--- src/design/msd_pkg.sv ---
`timescale 1ns / 1ps
// Package for the message set deframer: phase encoding, result kinds and
// length-counter sizing. No dependencies.
package msd_pkg;

    // Width of the set length and position counters.
    localparam int LEN_BITS = 31;
    localparam int SET_W    = 31;
    localparam int INV_W    = 31;
    localparam int PAY_W    = 31;

    typedef logic [LEN_BITS-1:0] t_len;

    localparam logic [SET_W-1:0] LEN_MAX =
        SET_W'((64'd1 << LEN_BITS) - 64'd1);
    localparam logic [INV_W-1:0] INV_MAX = '1;

    // Bytes from the start of a record up to the end of its size field.
    localparam logic signed [33:0] REC_HDR_BYTES = 34'sd12;

    localparam logic [3:0] OFFSET_BYTES = 4'd8;
    localparam logic [3:0] WORD_BYTES   = 4'd4;

    typedef enum logic [2:0] {
        KIND_HEADER    = 3'd0,
        KIND_KEY       = 3'd1,
        KIND_VALUE     = 3'd2,
        KIND_TRUNC     = 3'd3,
        KIND_MSG_END   = 3'd4
    } t_kind;

    typedef enum logic [10:0] {
        PH_IDLE    = 11'b000_0000_0001,
        PH_OFFSET  = 11'b000_0000_0010,
        PH_SIZE    = 11'b000_0000_0100,
        PH_CRC     = 11'b000_0000_1000,
        PH_MAGIC   = 11'b000_0001_0000,
        PH_ATTR    = 11'b000_0010_0000,
        PH_KEYLEN  = 11'b000_0100_0000,
        PH_KEY     = 11'b000_1000_0000,
        PH_VALLEN  = 11'b001_0000_0000,
        PH_VALUE   = 11'b010_0000_0000,
        PH_SWALLOW = 11'b100_0000_0000
    } t_phase;

endpackage

--- src/design/message_set_deframer.sv ---
`timescale 1ns / 1ps
// Message set deframer top level: byte-serial parser of v0 message sets.
// Depends on msd_pkg.
//
// The block takes one byte of a message set per request and, while the result
// side keeps up, accepts a new byte in every cycle. A byte's result request
// passes the input register and then, through the parse logic, the result
// register; a stalled result side can hold the byte in the input register
// between the two. A byte with set start high opens a set of set size
// bytes and is its first byte. Each record yields a header result after its
// attributes byte, then its key and value bytes one per result, or a
// message-end result when the value is empty. A record cut short by the set
// end, or whose size runs past it, gives one truncation report carrying the
// running invalid-byte total; the rest of the set is then swallowed. A byte
// causes at most one result.
module message_set_deframer (
    input  logic                          i_clk,
    input  logic                          i_rst_n,
    input  logic                          i_in_valid,
    output logic                          o_in_stall,
    input  logic [7:0]                    i_byte_in,
    input  logic                          i_set_start,
    input  logic [msd_pkg::SET_W-1:0]     i_set_size,
    output logic                          o_out_valid,
    input  logic                          i_out_stall,
    output logic [2:0]                    o_kind,
    output logic signed [63:0]            o_record_offset,
    output logic signed [31:0]            o_message_size,
    output logic [31:0]                   o_crc_word,
    output logic [7:0]                    o_magic,
    output logic [7:0]                    o_attributes,
    output logic [7:0]                    o_payload_byte,
    output logic                          o_last_of_message,
    output logic [msd_pkg::INV_W-1:0]     o_invalid_total
);

    // Input register.
    logic                       r_in_valid;
    logic [7:0]                 r_in_byte;
    logic                       r_in_start;
    logic [msd_pkg::SET_W-1:0]  r_in_size;

    // Parser state.
    msd_pkg::t_phase            r_phase, n_phase;
    logic [3:0]                 r_fcnt, n_fcnt;
    logic [63:0]                r_shift, n_shift;
    msd_pkg::t_len              r_consumed, n_consumed;
    msd_pkg::t_len              r_set_len, n_set_len;
    msd_pkg::t_len              r_rec_start, n_rec_start;
    logic [msd_pkg::PAY_W-1:0]  r_left, n_left;
    logic [63:0]                r_off, n_off;
    logic [31:0]                r_size, n_size;
    logic [31:0]                r_crc, n_crc;
    logic [7:0]                 r_magic, n_magic;
    logic [7:0]                 r_attr, n_attr;
    logic [msd_pkg::INV_W-1:0]  r_inv, n_inv;

    // Result register.
    logic                       r_out_valid;
    msd_pkg::t_kind             r_kind, n_kind;
    logic [7:0]                 r_pay, n_pay;
    logic                       r_last, n_last;
    logic                       n_have;
    logic                       r_rep;

    logic out_free;
    logic proc;

    assign out_free   = !r_out_valid || !i_out_stall;
    assign proc       = r_in_valid && out_free;
    assign o_in_stall = r_in_valid && !out_free;

    always_comb begin
        logic                      active;
        logic                      at_end;
        logic                      done;
        logic                      rep;
        logic [msd_pkg::SET_W-1:0] sat_len;
        logic signed [33:0]        reach;
        logic                      over;
        logic [31:0]               word;
        logic [msd_pkg::INV_W:0]   inv_sum;
        msd_pkg::t_len             diff;

        n_phase     = r_phase;
        n_fcnt      = r_fcnt;
        n_shift     = r_shift;
        n_consumed  = r_consumed;
        n_set_len   = r_set_len;
        n_rec_start = r_rec_start;
        n_left      = r_left;
        n_off       = r_off;
        n_size      = r_size;
        n_crc       = r_crc;
        n_magic     = r_magic;
        n_attr      = r_attr;
        n_inv       = r_inv;
        n_kind      = msd_pkg::KIND_HEADER;
        n_pay       = '0;
        n_last      = 1'b0;
        n_have      = 1'b0;
        active      = 1'b0;
        at_end      = 1'b0;
        done        = 1'b0;
        rep         = 1'b0;
        sat_len     = '0;
        reach       = '0;
        over        = 1'b0;
        word        = '0;
        inv_sum     = '0;
        diff        = '0;

        if (r_in_start) begin
            sat_len     = (r_in_size > msd_pkg::LEN_MAX) ? msd_pkg::LEN_MAX : r_in_size;
            n_set_len   = msd_pkg::LEN_BITS'(sat_len);
            n_consumed  = '0;
            n_rec_start = '0;
            n_left      = '0;
            n_fcnt      = '0;
            n_shift     = '0;
            n_phase     = (n_set_len == '0) ? msd_pkg::PH_IDLE : msd_pkg::PH_OFFSET;
            active      = (n_set_len != '0);
        end else begin
            active = (r_phase != msd_pkg::PH_IDLE);
        end

        if (active) begin
            n_consumed = n_consumed + 1'b1;
            at_end     = (n_consumed >= n_set_len);
            diff       = n_set_len - n_rec_start;
            inv_sum    = (msd_pkg::INV_W+1)'(r_inv) + (msd_pkg::INV_W+1)'(diff);

            if (n_phase == msd_pkg::PH_SWALLOW) begin
                if (at_end) begin
                    n_phase = msd_pkg::PH_IDLE;
                end
            end else begin
                n_shift = {n_shift[55:0], r_in_byte};
                n_fcnt  = n_fcnt + 4'd1;
                word    = n_shift[31:0];

                unique case (n_phase)
                    msd_pkg::PH_OFFSET: begin
                        if (n_fcnt >= msd_pkg::OFFSET_BYTES) begin
                            n_off   = n_shift;
                            n_phase = msd_pkg::PH_SIZE;
                            n_fcnt  = '0;
                            n_shift = '0;
                        end
                    end
                    msd_pkg::PH_SIZE: begin
                        if (n_fcnt >= msd_pkg::WORD_BYTES) begin
                            n_size  = word;
                            n_phase = msd_pkg::PH_CRC;
                            n_fcnt  = '0;
                            n_shift = '0;
                            reach   = $signed(34'(n_rec_start)) + msd_pkg::REC_HDR_BYTES
                                      + 34'($signed(word));
                            over    = reach > $signed(34'(n_set_len));
                            if (!at_end && over) begin
                                rep     = 1'b1;
                                n_phase = msd_pkg::PH_SWALLOW;
                            end
                        end
                    end
                    msd_pkg::PH_CRC: begin
                        if (n_fcnt >= msd_pkg::WORD_BYTES) begin
                            n_crc   = word;
                            n_phase = msd_pkg::PH_MAGIC;
                            n_fcnt  = '0;
                            n_shift = '0;
                        end
                    end
                    msd_pkg::PH_MAGIC: begin
                        n_magic = r_in_byte;
                        n_phase = msd_pkg::PH_ATTR;
                        n_fcnt  = '0;
                        n_shift = '0;
                    end
                    msd_pkg::PH_ATTR: begin
                        n_attr  = r_in_byte;
                        n_phase = msd_pkg::PH_KEYLEN;
                        n_fcnt  = '0;
                        n_shift = '0;
                        n_kind  = msd_pkg::KIND_HEADER;
                        n_have  = 1'b1;
                    end
                    msd_pkg::PH_KEYLEN: begin
                        if (n_fcnt >= msd_pkg::WORD_BYTES) begin
                            // A negative or zero key length means no key.
                            if (word[31] || word == '0) begin
                                n_phase = msd_pkg::PH_VALLEN;
                            end else begin
                                n_left  = word[msd_pkg::PAY_W-1:0];
                                n_phase = msd_pkg::PH_KEY;
                            end
                            n_fcnt  = '0;
                            n_shift = '0;
                        end
                    end
                    msd_pkg::PH_KEY: begin
                        n_kind  = msd_pkg::KIND_KEY;
                        n_pay   = r_in_byte;
                        n_have  = 1'b1;
                        n_left  = n_left - 1'b1;
                        n_phase = (n_left == '0) ? msd_pkg::PH_VALLEN : msd_pkg::PH_KEY;
                        n_fcnt  = '0;
                        n_shift = '0;
                    end
                    msd_pkg::PH_VALLEN: begin
                        if (n_fcnt >= msd_pkg::WORD_BYTES) begin
                            if (word[31] || word == '0) begin
                                n_kind = msd_pkg::KIND_MSG_END;
                                n_last = 1'b1;
                                n_have = 1'b1;
                                done   = 1'b1;
                            end else begin
                                n_left  = word[msd_pkg::PAY_W-1:0];
                                n_phase = msd_pkg::PH_VALUE;
                                n_fcnt  = '0;
                                n_shift = '0;
                            end
                        end
                    end
                    msd_pkg::PH_VALUE: begin
                        n_left = n_left - 1'b1;
                        n_kind = msd_pkg::KIND_VALUE;
                        n_pay  = r_in_byte;
                        n_last = (n_left == '0);
                        n_have = 1'b1;
                        if (n_left == '0) begin
                            done = 1'b1;
                        end else begin
                            n_fcnt  = '0;
                            n_shift = '0;
                        end
                    end
                    default: begin
                        n_phase = msd_pkg::PH_IDLE;
                    end
                endcase

                if (!rep && done) begin
                    n_fcnt  = '0;
                    n_shift = '0;
                    if (at_end) begin
                        n_phase = msd_pkg::PH_IDLE;
                    end else begin
                        n_rec_start = n_consumed;
                        n_phase     = msd_pkg::PH_OFFSET;
                    end
                end else if (!rep && at_end) begin
                    // The set ended inside this record.
                    rep     = 1'b1;
                    n_phase = msd_pkg::PH_IDLE;
                    n_fcnt  = '0;
                    n_shift = '0;
                end

                if (rep) begin
                    n_inv  = (inv_sum > (msd_pkg::INV_W+1)'(msd_pkg::INV_MAX)) ?
                             msd_pkg::INV_MAX : inv_sum[msd_pkg::INV_W-1:0];
                    n_kind = msd_pkg::KIND_TRUNC;
                    n_pay  = '0;
                    n_last = 1'b0;
                    n_have = 1'b1;
                end
            end
        end
    end

    always_ff @(posedge i_clk) begin
        if (!i_rst_n) begin
            r_in_valid  <= 1'b0;
            r_out_valid <= 1'b0;
            r_phase     <= msd_pkg::PH_IDLE;
            r_fcnt      <= '0;
            r_shift     <= '0;
            r_consumed  <= '0;
            r_set_len   <= '0;
            r_rec_start <= '0;
            r_left      <= '0;
            r_off       <= '0;
            r_size      <= '0;
            r_crc       <= '0;
            r_magic     <= '0;
            r_attr      <= '0;
            r_inv       <= '0;
        end else begin
            if (!o_in_stall) begin
                r_in_valid <= i_in_valid;
            end
            if (proc) begin
                r_out_valid <= n_have;
                r_phase     <= n_phase;
                r_fcnt      <= n_fcnt;
                r_shift     <= n_shift;
                r_consumed  <= n_consumed;
                r_set_len   <= n_set_len;
                r_rec_start <= n_rec_start;
                r_left      <= n_left;
                r_off       <= n_off;
                r_size      <= n_size;
                r_crc       <= n_crc;
                r_magic     <= n_magic;
                r_attr      <= n_attr;
                r_inv       <= n_inv;
            end else if (out_free) begin
                r_out_valid <= 1'b0;
            end
        end
    end

    // Payload registers carry no reset.
    always_ff @(posedge i_clk) begin
        if (i_in_valid && !o_in_stall) begin
            r_in_byte  <= i_byte_in;
            r_in_start <= i_set_start;
            r_in_size  <= i_set_size;
        end
        if (proc) begin
            r_kind <= n_kind;
            r_pay  <= n_pay;
            r_last <= n_last;
            r_rep  <= (n_kind == msd_pkg::KIND_TRUNC);
        end
    end

    // Held record fields are read from state; a truncation report zeroes them.
    assign o_out_valid       = r_out_valid;
    assign o_kind            = r_kind;
    assign o_record_offset   = r_rep ? '0 : $signed(r_off);
    assign o_message_size    = r_rep ? '0 : $signed(r_size);
    assign o_crc_word        = r_rep ? '0 : r_crc;
    assign o_magic           = r_rep ? '0 : r_magic;
    assign o_attributes      = r_rep ? '0 : r_attr;
    assign o_payload_byte    = r_pay;
    assign o_last_of_message = r_last;
    assign o_invalid_total   = r_inv;

endmodule
--- config.mk ---
export PLATFORM = sky130hd
export DESIGN_NAME = message_set_deframer
export DESIGN_NICKNAME = d
export VERILOG_FILES = /design/src/design/msd_pkg.sv /design/src/design/message_set_deframer.sv
export SDC_FILE = /design/constraint.sdc
export NUM_CORES = 1
export LEC_CHECK = 0
export ABC_AREA = 0
export BUFFER_PORTS_ARGS = -buffer_cell sky130_fd_sc_hd__buf_4
export CAP_MARGIN = 20
export CORE_MARGIN = 2
export CORE_UTILIZATION = 48
export CTS_CLUSTER_DIAMETER = 60
export DETAILED_ROUTE_END_ITERATION = 10
export GPL_TIMING_DRIVEN = 1
export PLACE_DENSITY = 0.71
export SYNTH_ARGS = -nofsm -noshare
export SYNTH_HDL_FRONTEND = slang
export SYNTH_SLANG_ARGS = --single-unit
--- constraint.sdc ---
create_clock -name i_clk -period 8 [get_ports i_clk]
set_clock_uncertainty 0.05 [all_clocks]
set_input_delay 1.2 -clock i_clk [delete_from_list [all_inputs] [get_ports i_clk]]
set_output_delay 1.2 -clock i_clk [all_outputs]
set_load 0.005 [all_outputs]
**Word level (Yosys, flattened, before mapping)**

Cells that the tools add are included.

- Bits in registers: 433
- Latch bits: 0
- Memory bits (writable): 0
- Bits in read-only memories: 0
- Input port bits: 44
- Output and inout bits: 189
- Word-level logic and storage cells: 172
- Memories kept: 0

- Add/subtract/negate cells: 7
- Multiply operators: 0
- Divide/modulo/power cells: 0
- Order comparisons: 6
- Equal/unequal tests: 12
- Shifts and indexed selects: 0
- Mux-type cells: 90
- Bitwise gates (word level): 3
- Reductions and logical operators: 32

Operators by type and width:

| kind | count |
|---|---|
| $mux 64 | 11 |
| $mux 31 | 15 |
| $pmux 64 s5 | 1 |
| $mux 11 | 13 |
| $pmux 11 s9 | 1 |
| $mux 32 | 2 |
| $logic_not 31->1 | 2 |
| $pmux 31 s2 | 1 |
| $mux 4 | 10 |
| $add 33x32->34 | 1 |
| $gt 34x32->1 | 1 |
| $add 31x31->32 | 1 |
| $add 31x4->32 const B | 1 |
| $gt 32x31->1 const B | 1 |
| $logic_not 32->1 | 1 |
| $add 31x1->31 const B | 1 |
| $ge 31x31->1 | 1 |
| $gt 31x31->1 const B | 1 |
| $reduce_bool 31->1 | 1 |
| $sub 31x1->31 const B | 1 |
| $sub 31x31->31 | 1 |
| $mux 1 | 20 |
| $pmux 4 s5 | 1 |
| $mux 9 | 2 |
| 30 further kinds | 59 |

**Logic depth before layout (Yosys ltp)**

Gate-level depths: netlist of run 1.

- Depth in word-level cells: 21
- Mapped depth: 37

**Worst setup path before layout of run 1**

No wires, ideal clock.

- Kind: register -> register
- Start: register r_in_start
- End: register r_inv, in the netlist o_invalid_total[22]
- Data arrival time: 7260 ps
- Data required time: 7831 ps
- Path slack: 571 ps
- Cell stages (with the launch flop): 36
- Path through: edfxtp_1 > buf_2 > buf_2 > buf_1 > clkbuf_1 > buf_2 > buf_1 > clkbuf_1 > buf_1 > nor2b_1 > ha_1 > fa_1 > a211oi_1 > nor2_1 > o21ai_0 > o21ai_0 > o41ai_1 > o22ai_1 > o21a_1 > o21ai_0 > nand2b_1 > a21oi_1 > xnor2_1 > ha_1 > a21oi_1 > o21ai_0 > a41oi_1 > nand4_1 > nand3_1 > a31oi_1 > nor3_1 > a21oi_1 > or2_1 > clkbuf_1 > buf_2 > o221a_2

- Cells in the longest elaborated chain, start to end: 17
- Elaborated cells between the ends (all ways): 49
- Classes of those cells: add/sub (7); order compare (4); eq/ne (4); mux (24); bitwise (1); reduce/logical (9)

Ends and longest elaborated chain:

| item | line | text |
|---|---|---|
| from (decl) | message_set_deframer.sv:40 | `logic r_in_start;` |
| from (signal assigned) | message_set_deframer.sv:318 | `r_in_start <= i_set_start;` |
| $mux 31 | message_set_deframer.sv:113 | `if (r_in_start) begin` |
| $add 31x4->32 / $add 31x1->31 (equally long branches) | message_set_deframer.sv:157, message_set_deframer.sv:128 |  |
| $add 33x32->34 / $ge 31x31->1 (equally long branches) | message_set_deframer.sv:158, message_set_deframer.sv:129 |  |
| $gt 34x32->1 / $logic_not 1->1 (equally long branches) | message_set_deframer.sv:159, message_set_deframer.sv:160 |  |
| $logic_and 1x1->1 | message_set_deframer.sv:160 | `if (!at_end && over) begin` |
| $mux 1 | message_set_deframer.sv:160 |  |
| $mux 1 | message_set_deframer.sv:152 | `if (n_fcnt >= msd_pkg::WORD_BYTES) begin` |
| $mux 1 | message_set_deframer.sv:142 | `unique case (n_phase)` |
| $mux 1 | message_set_deframer.sv:133 | `if (n_phase == msd_pkg::PH_SWALLOW) begin` |
| $mux 1 | message_set_deframer.sv:127 | `if (active) begin` |
| $logic_not 1->1 | message_set_deframer.sv:243, message_set_deframer.sv:252 |  |
| $logic_and 1x1->1 | message_set_deframer.sv:252 | `end else if (!rep && at_end) begin` |
| $mux 1 | message_set_deframer.sv:252 |  |
| $mux 1 | message_set_deframer.sv:243 | `if (!rep && done) begin` |
| $mux 1 | message_set_deframer.sv:133 |  |
| $mux 1 | message_set_deframer.sv:127 |  |
| $reduce_and 4->1 (no source line) | n/a |  |
| to (signal assigned) | message_set_deframer.sv:307 | `r_inv <= n_inv;` |
| to (decl) | message_set_deframer.sv:56 | `logic [msd_pkg::INV_W-1:0] r_inv, n_inv;` |

Parallel ways exist; a longest one is shown, timed or not. The select of a mux whose other input is x is not followed.
A chain may end at the register's enable or synchronous reset.

**Final worst setup path of run 1**

- Start: register r_in_start
- End: register r_inv, in the netlist o_invalid_total[2]

- Elaborated cells between the ends (all ways): 49
- Classes of those cells: add/sub (7); order compare (4); eq/ne (4); mux (24); bitwise (1); reduce/logical (9)

RTL lines:

| item | line | text |
|---|---|---|
| $mux 31 (*) | message_set_deframer.sv:113 |  |
| via n_set_len[1] | message_set_deframer.sv:48 | `msd_pkg::t_len r_set_len, n_set_len;` |
| branches (longest 15 deep; another with $add 31x31->32) | n/a |  |

Mark *: on every way through the listed nets, which the timed path passes. The select of a mux whose other input is x is not followed.

==> run summary, run 1 <==
Remaining DRCs: 0
Antenna-violating nets left: 0
Worst slew pin tran: 1.11 ns
Top_reg_cell synth: dfxtp_1
Top cell type's share of synthesized area: 28.8%
Largest net degree at the start of global routing: 152
Clock Tree Buf Depth: 3
Mapped Nets: 3434
Number of synthesized register bits: 425
Post-place instance area: 28200 um2
Synth area leader: dfxtp_1
Clock root buffer: clkbuf_16
Layout cell share with drive strength beyond 1: 13.2%
Setup crit start kind: flip-flop
Setup TNS Final: 0 ns
CTS tree: yes
Initial antenna violation count: 0
Wire per inst: 19.6 um
Post-synth ARST share: 0%
EDFF count, synth: 53
Routed WL: 80300 um
Setup WS pre-CTS: 0.170 ns
Final hold vios: 0
Antenna Cells: 0
Remaining global-route overflow: 0
Post-Syn Area: 25900 um2
Largest cells by area after synthesis: dfxtp_1 (29%), ha_1 (7.7%), edfxtp_1 (6.2%), nand2_1 (5.3%), a21oi_1 (5.3%)
Critical Path RT: 8.49 ns
IO Pins: 233
Vias in the first global route: 21734
Clock sink count: 425
Syn Area/Cell: 8.02 um2
Final setup viols: 0
Maximum VDD drop: 0.161 mV
Leakage: 12.2 nW
Post-detail-place hpwl: 56600 um
Die Area: 55800 um2
Placer's final routability congestion estimate: 0.952
Worst EP arrival: 7.88 ns
Row count: 85
Clk slew on worst S/H paths: 0.06 ns
Clk_lat worst skew: 0.62 ns
Sequential fraction of the synthesis area: 34.9%
Crit Path Category: reg2reg
Critical path peak fanout: 37
Initial core utilization: 48.3%
Drt initial violations: 2427
DR vias: 24376
Final Net Count: 3575
Overall routing resource usage: 27.9%
DIE HEIGHT: 236 um
Routed met3 length: 6440 um
First-pass GRT wire length: 125000 um
Metal2 WL: 35400 um
Met1 wire length: 36100 um
Uppermost routed layer: met4
Hold Buf Count CTS: 0
R2R setup slack: 0.61 ns
CTS Buf Count: 49
Syn Inst Count: 3228
Minimum clock period: 7.39 ns
Hold WC Path Type: reg2reg
Synthesis Warnings: 0
Fmax: 135 MHz
RSZ-0062 raised after global routing: false
Count of maximum capacitance violations: 0
Via density: 5.94
Fin crit share: 92.3%
Core area: 53600 um2
Fill cells: 5020
Die X-Extent: 236 um
Worst Setup Slack, final: 0.612 ns
IO Port Bufs: 232
Rel. slew slack: 26.1%
Drt pass-1 iters: 5
Area growth syn-to-layout: 15.8%
PwrDens: 179 nW/um2
CP Capture Type: flip-flop
Final Slew Violations: 0
H-tree Lvls: 2
Synth unique cells: 89
Status: finished, final reports clean
Post-route cell area: 30000 um2
[area by class of cell]
| type | instances | area, um2 | share of cell area [%] |
|---|---|---|---|
| timing repair buffer | 295 | 2290 | 7.63 |
| clock inverter | 22 | 256 | 0.856 |
| tap | 696 | 871 | 2.91 |
| clock buffer | 69 | 1420 | 4.75 |
| inverter | 82 | 317 | 1.06 |
| sequential | 425 | 9040 | 30.2 |
| multi-input combinational | 2516 | 15800 | 52.6 |
[state kept, by name, indices dropped and copies added, names as in the netlist, 11 cells and up]
register,flops
r_shift,56
r_consumed,31
r_size,32
r_set_len,31
r_phase,11
o_invalid_total,31
r_in_size,31
r_crc,32
r_left,31
r_rec_start,31
r_off,64
[synthesized netlist by cell type, types with 6 or more instances]
cell	instances
buf_2	10
and3_1	65
o21a_1	20
edfxtp_1	53
nand4_1	35
a22oi_1	78
nor3_1	43
nor4_1	30
nor2_1	346
nand2_1	366
or4_1	7
inv_1	81
nor3b_1	9
and2_1	11
o21bai_1	9
a311oi_1	6
o21ai_0	176
clkbuf_1	181
a22o_1	26
a211oi_1	45
a32oi_1	7
a41oi_1	6
o31ai_1	8
o221a_2	30
nand2b_1	27
nor2b_1	214
o22ai_1	6
buf_1	9
dfxtp_1	372
a21o_1	43
nor4b_1	6
xnor2_1	96
ha_1	159
o41ai_1	7
nand3_1	104
o211ai_1	12
xor2_1	47
a31oi_1	27
or2_2	10
mux2i_1	53
or3_1	15
a21oi_1	272
[final timing paths]
path                               start                               to  cells after the start
setup reg to reg    r_in_start$_DFFE_PP_  o_invalid_total[2]$_SDFFE_PN0P_                     26
hold reg to reg   r_size[8]$_SDFFE_PN0P_           r_size[8]$_SDFFE_PN0P_                      2
setup / recovery    r_in_start$_DFFE_PP_  o_invalid_total[2]$_SDFFE_PN0P_                     26
hold / removal    r_size[8]$_SDFFE_PN0P_           r_size[8]$_SDFFE_PN0P_                      2
[where the power goes]
part / switching (mW) / internal, mW / total, mW
combinational: 0.523 / 0.291 / 0.814
clock: 0.986 / 1.33 / 2.32
sequential: 0.0288 / 2.20 / 2.23
total: 1.54 / 3.82 / 5.36
[through the flow]
| step | hold WS (ns) | power (mW) | utilization, % | std cells |
|---|---|---|---|---|
| floorplan | 0.382 | 2.84 | - | 3228 |
| global placement | 0.388 | 3.06 | 52.6 | 4011 |
| detailed placement | 0.392 | 3.07 | 52.7 | 4012 |
| CTS | 0.400 | 5.36 | 55.8 | 4103 |
| global route | 0.417 | 5.55 | 55.9 | 4105 |
| finish | 0.401 | 5.36 | 55.9 | 4105 |
[critical path: stages, from the launching register on]
cell	delay, ns
edfxtp_1	0.48
buf_4	0.33
buf_4	0.56
mux2i_1	0.31
inv_1	0.07
ha_1	0.29
nor2b_1	0.13
o21ai_0	0.29
a41oi_1	0.19
a21oi_1	0.32
o21ai_0	0.23
and3_1	0.23
o21ai_0	0.15
nand2b_1	0.08
xor2_1	0.15
ha_1	0.39
nand3_1	0.12
or2_2	0.34
a2111oi_1	0.60
o221ai_1	0.34
a21oi_1	0.28
o21ai_0	0.19
o31ai_1	0.24
o21ai_0	0.22
o21ai_2	0.27
buf_16	0.22
o221a_2	0.20
[timing repair]
| item | 4_1_cts | 5_1_grt |
|---|---|---|
| setup buffers | 0 | 0 |
| setup endpoints to repair | 0 | 33 |
| gates resized for setup | 0 | 4 |
[metal layers]
layer / up-vias / track usage (%)
li1: 11792 / -
met1: 11468 / 39.7
met2: 977 / 43.2
met3: 139 / 4.48
met4: 0 / 8.53
met5: - / 0
[cells in the final DEF (no fill, tap or decap), types with 27 or more instances in the layout]
cell type  count
ha_1         159
edfxtp_1      53
xnor2_1       96
and3_1        65
mux2i_1       53
o221a_2       30
xor2_1        47
a21o_1        43
nor4_1        30
buf_4        290
nand3_1      104
nor2_1       344
nand4_1       35
a21oi_1      270
a22oi_1       78
nor2b_1      210
o21ai_0      175
a211oi_1      45
dfxtp_1      372
nor3_1        42
nand2_1      365
clkbuf_16     51
nand2b_1      27
inv_1         79
[kinds of logic (layout without fill, tap and decap cells)]
family | count (synthesis) | after routing | share of synthesized area (%)
AO/OA/AOI/OAI | 830 | 830 | 20.6
buffers and inverters | 287 | 468 | 4.36
adder cells (fa/ha/maj) | 162 | 162 | 7.92
XOR/XNOR | 143 | 143 | 4.84
flip-flops | 425 | 425 | 34.9
multiplexers | 54 | 54 | 2.09
AND/OR/NAND/NOR | 1327 | 1327 | 25.2
No activity file was read; power rests on OpenSTA's default activity.
==> inputs of run 2 (changes only) <==
==> constraint.sdc (replaced) <==
create_clock -name i_clk -period 8 [get_ports i_clk]
set_clock_uncertainty 0.05 [all_clocks]
set_input_delay 0.4 -clock i_clk [delete_from_list [all_inputs] [get_ports i_clk]]
set_output_delay 0.4 -clock i_clk [all_outputs]
set_load 0.005 [all_outputs]
==> run summary, run 2 (synthesized netlist as in run 1, its figures left out) <==
Status: finished, final reports clean
Clk slew on worst S/H paths: 0.06 ns (about the same)
Vias in the first global route: 22369 (+2.9%)
Setup WS pre-CTS: 0.586 ns (+0.416 ns)
Post-detail-place hpwl: 57800 um (+2.2%)
Crit path from: r_in_start$_DFFE_PP_
Placed Cells: 4009 (-0.075%)
Sequential power share: 41.7% (+0.2 points)
Final Slew Violations: 0 (unchanged)
Crit Path Category: reg2reg
Initial antenna violation count: 2 (+2)
Drt initial violations: 2318 (-4.5%)
Overall routing resource usage: 28.7% (+0.88 points)
H-tree Lvls: 2 (unchanged)
Hold Startpoint: i_out_stall
Cells on Worst Hold Path: 3 (+1)
Clock power frac: 42.7% (-0.6 points)
Row count: 85 (unchanged)
Placer's final routability congestion estimate: 0.963 (+1.2%)
Largest net degree at the start of global routing: 193 (+27%)
DIE HEIGHT: 236 um (unchanged)
Remaining global-route overflow: 0 (unchanged)
Final Net Count: 3613 (+1.1%)
Fin crit share: 93.3% (+0.99 points)
Clock Tree Buf Depth: 3 (unchanged)
Die X-Extent: 236 um (unchanged)
Initial core utilization: 48.3% (unchanged)
Reg-to-reg startpoint: r_in_start$_DFFE_PP_
Leakage: 12.3 nW (+0.96%)
Area of the multi-input gates: 15800 um2 (about the same)
Routed WL: 82900 um (+3.3%)
Reg with most FFs: r_off
Count of maximum capacitance violations: 0 (unchanged)
Fin Hold WS: 0.106 ns (-0.295 ns)
Fill cells: 4979 (-0.82%)
Worst slew pin tran: 1.11 ns (+0.00410 ns)
Worst r2r dst: o_invalid_total[17]$_SDFFE_PN0P_
R2R setup slack: 0.53 ns (-0.08 ns)
DR vias: 24548 (+0.71%)
Sw frac: 28.6% (-0.085 points)
IO Port Bufs: 232 (unchanged)
CTS Buf Count: 49 (unchanged)
Fmax: 134 MHz (-1.1%)
Commonest non-fill, non-tap cell in the layout: dfxtp_1
CTS tree: yes
Comb power frac: 15.7% (+0.5 points)
Antenna-violating nets left: 0 (unchanged)
Max reg flops: 64 (unchanged)
Worst Setup Slack, final: 0.533 ns (-0.0793 ns)
Setup crit start kind: flip-flop
Critical Path RT: 8.47 ns (-0.02 ns)
CP Capture Type: flip-flop
Final hold vios: 0 (unchanged)
Core area: 53600 um2 (unchanged)
Wire per inst: 20.0 um (+2.3%)
Critical path peak fanout: 59 (+59%)
Hold WC Path Type: in2reg
Clock root buffer: clkbuf_16
PwrDens: 176 nW/um2 (-1.3%)
Minimum clock period: 7.47 ns (+0.0793 ns)
Largest regs: r_off (64), r_shift (56)
Most frequent cells in the layout: dfxtp_1 (372), nand2_1 (365), nor2_1 (344)
Internal Power: 3.81 mW (-0.19%)
Clk_lat worst skew: 0.63 ns (about the same)
Reg area: 9040 um2 (unchanged)
Layout cell share with drive strength beyond 1: 13.0% (-0.23 points)
Post-CTS Setup Repair Bufs: 0 (unchanged)
Clock sink count: 425 (unchanged)
R2R cell count: 26 (unchanged)
First-pass GRT wire length: 128000 um (+2.8%)
Remaining DRCs: 0 (unchanged)
Min-Delay Endpoint: o_out_valid$_SDFFE_PN0P_
P_sw: 1.53 mW (-0.60%)
Worst EP arrival: 7.93 ns (+0.05 ns)
Maximum VDD drop: 0.151 mV (-6.4%)
RSZ-0062 raised after global routing: false
Setup TNS Final: 0 ns (unchanged)
Rel. slew slack: 25.8% (-0.30 points)
Final setup viols: 0 (unchanged)
IO Pins: 233 (unchanged)
Die Area: 55800 um2 (unchanged)
Drt pass-1 iters: 7 (+2)
Via density: 5.92 (-0.24%)
Area growth syn-to-layout: 17.0%
Non-filler instance count after layout: 4144 (+0.95%)
run 2: critical path: stages (launching register included):
cell       delay (ns)
edfxtp_1         0.41
buf_4            0.56
mux2i_1          0.26
buf_4            0.17
inv_1            0.05
ha_1             0.27
nor2b_1          0.12
o21ai_0          0.35
o2111ai_1        0.22
a21oi_1          0.28
o21ai_0          0.24
and3_1           0.23
o21ai_0          0.14
nand2b_1         0.08
xor2_1           0.15
ha_1             0.40
nand3_1          0.12
or2_2            0.34
a2111oi_0        0.84
o221ai_1         0.43
a21oi_1          0.31
o21ai_0          0.19
o31ai_1          0.25
o21ai_0          0.20
o21ai_2          0.10
buf_4            0.33
o221a_2          0.26
run 2: power by group through the flow:
stage / sequential [mW] / clock [mW] / combinational, mW
2_1_floorplan: 2.26 / 0 / 0.577
3_3_place_gp: 2.27 / 0 / 0.796
3_5_place_dp: 2.27 / 0 / 0.800
4_1_cts: 2.22 / 2.31 / 0.821
5_1_grt: 2.23 / 2.40 / 0.916
6_report: 2.22 / 2.28 / 0.837
run 2: area by class of cell:
type	instances	area share (%)
well taps	696	2.88
inverters	82	1.05
repair buffers	333	8.66
diodes	1	0.00827
clock buffers	67	4.51
clock inverters	24	0.947
flip-flops and latches	425	29.9
multi-input cells	2516	52.1
run 2: through the flow:
step | area [um2] | utilization, % | power (mW)
finish | 30300 | 56.5 | 5.34
global route | 30300 | 56.4 | 5.54
CTS | 30200 | 56.4 | 5.35
detailed placement | 28200 | 52.5 | 3.07
global placement | 28200 | 52.5 | 3.06
floorplan | 25900 | - | 2.84
run 2: worst max-delay path by stage:
stage,end,slack [ns],cells past startpoint
after floorplan,o_invalid_total[22]$_SDFFE_PN0P_,0.57,35
after global placement,o_invalid_total[3]$_SDFFE_PN0P_,0.72,33
after detailed placement,o_invalid_total[17]$_SDFFE_PN0P_,0.59,33
after CTS,o_invalid_total[17]$_SDFFE_PN0P_,0.51,33
after global routing,o_invalid_total[26]$_SDFFE_PN0P_,0.04,33
final,o_invalid_total[17]$_SDFFE_PN0P_,0.53,26
run 2: repair_timing:
item	CTS	global route
endpoints found under the setup margin	0	31
hold endpoints to repair	41	0
hold buffers	41	0
gates resized for setup	0	2
run 2: routing by layer:
metal	up-vias	share of wire [%]	track usage, %
met1	11593	45	40.2
met4	0	2.9	8.67
li1	11860	-	-
met2	926	44	45.0
met5	-	0	0
met3	169	8.0	5.48
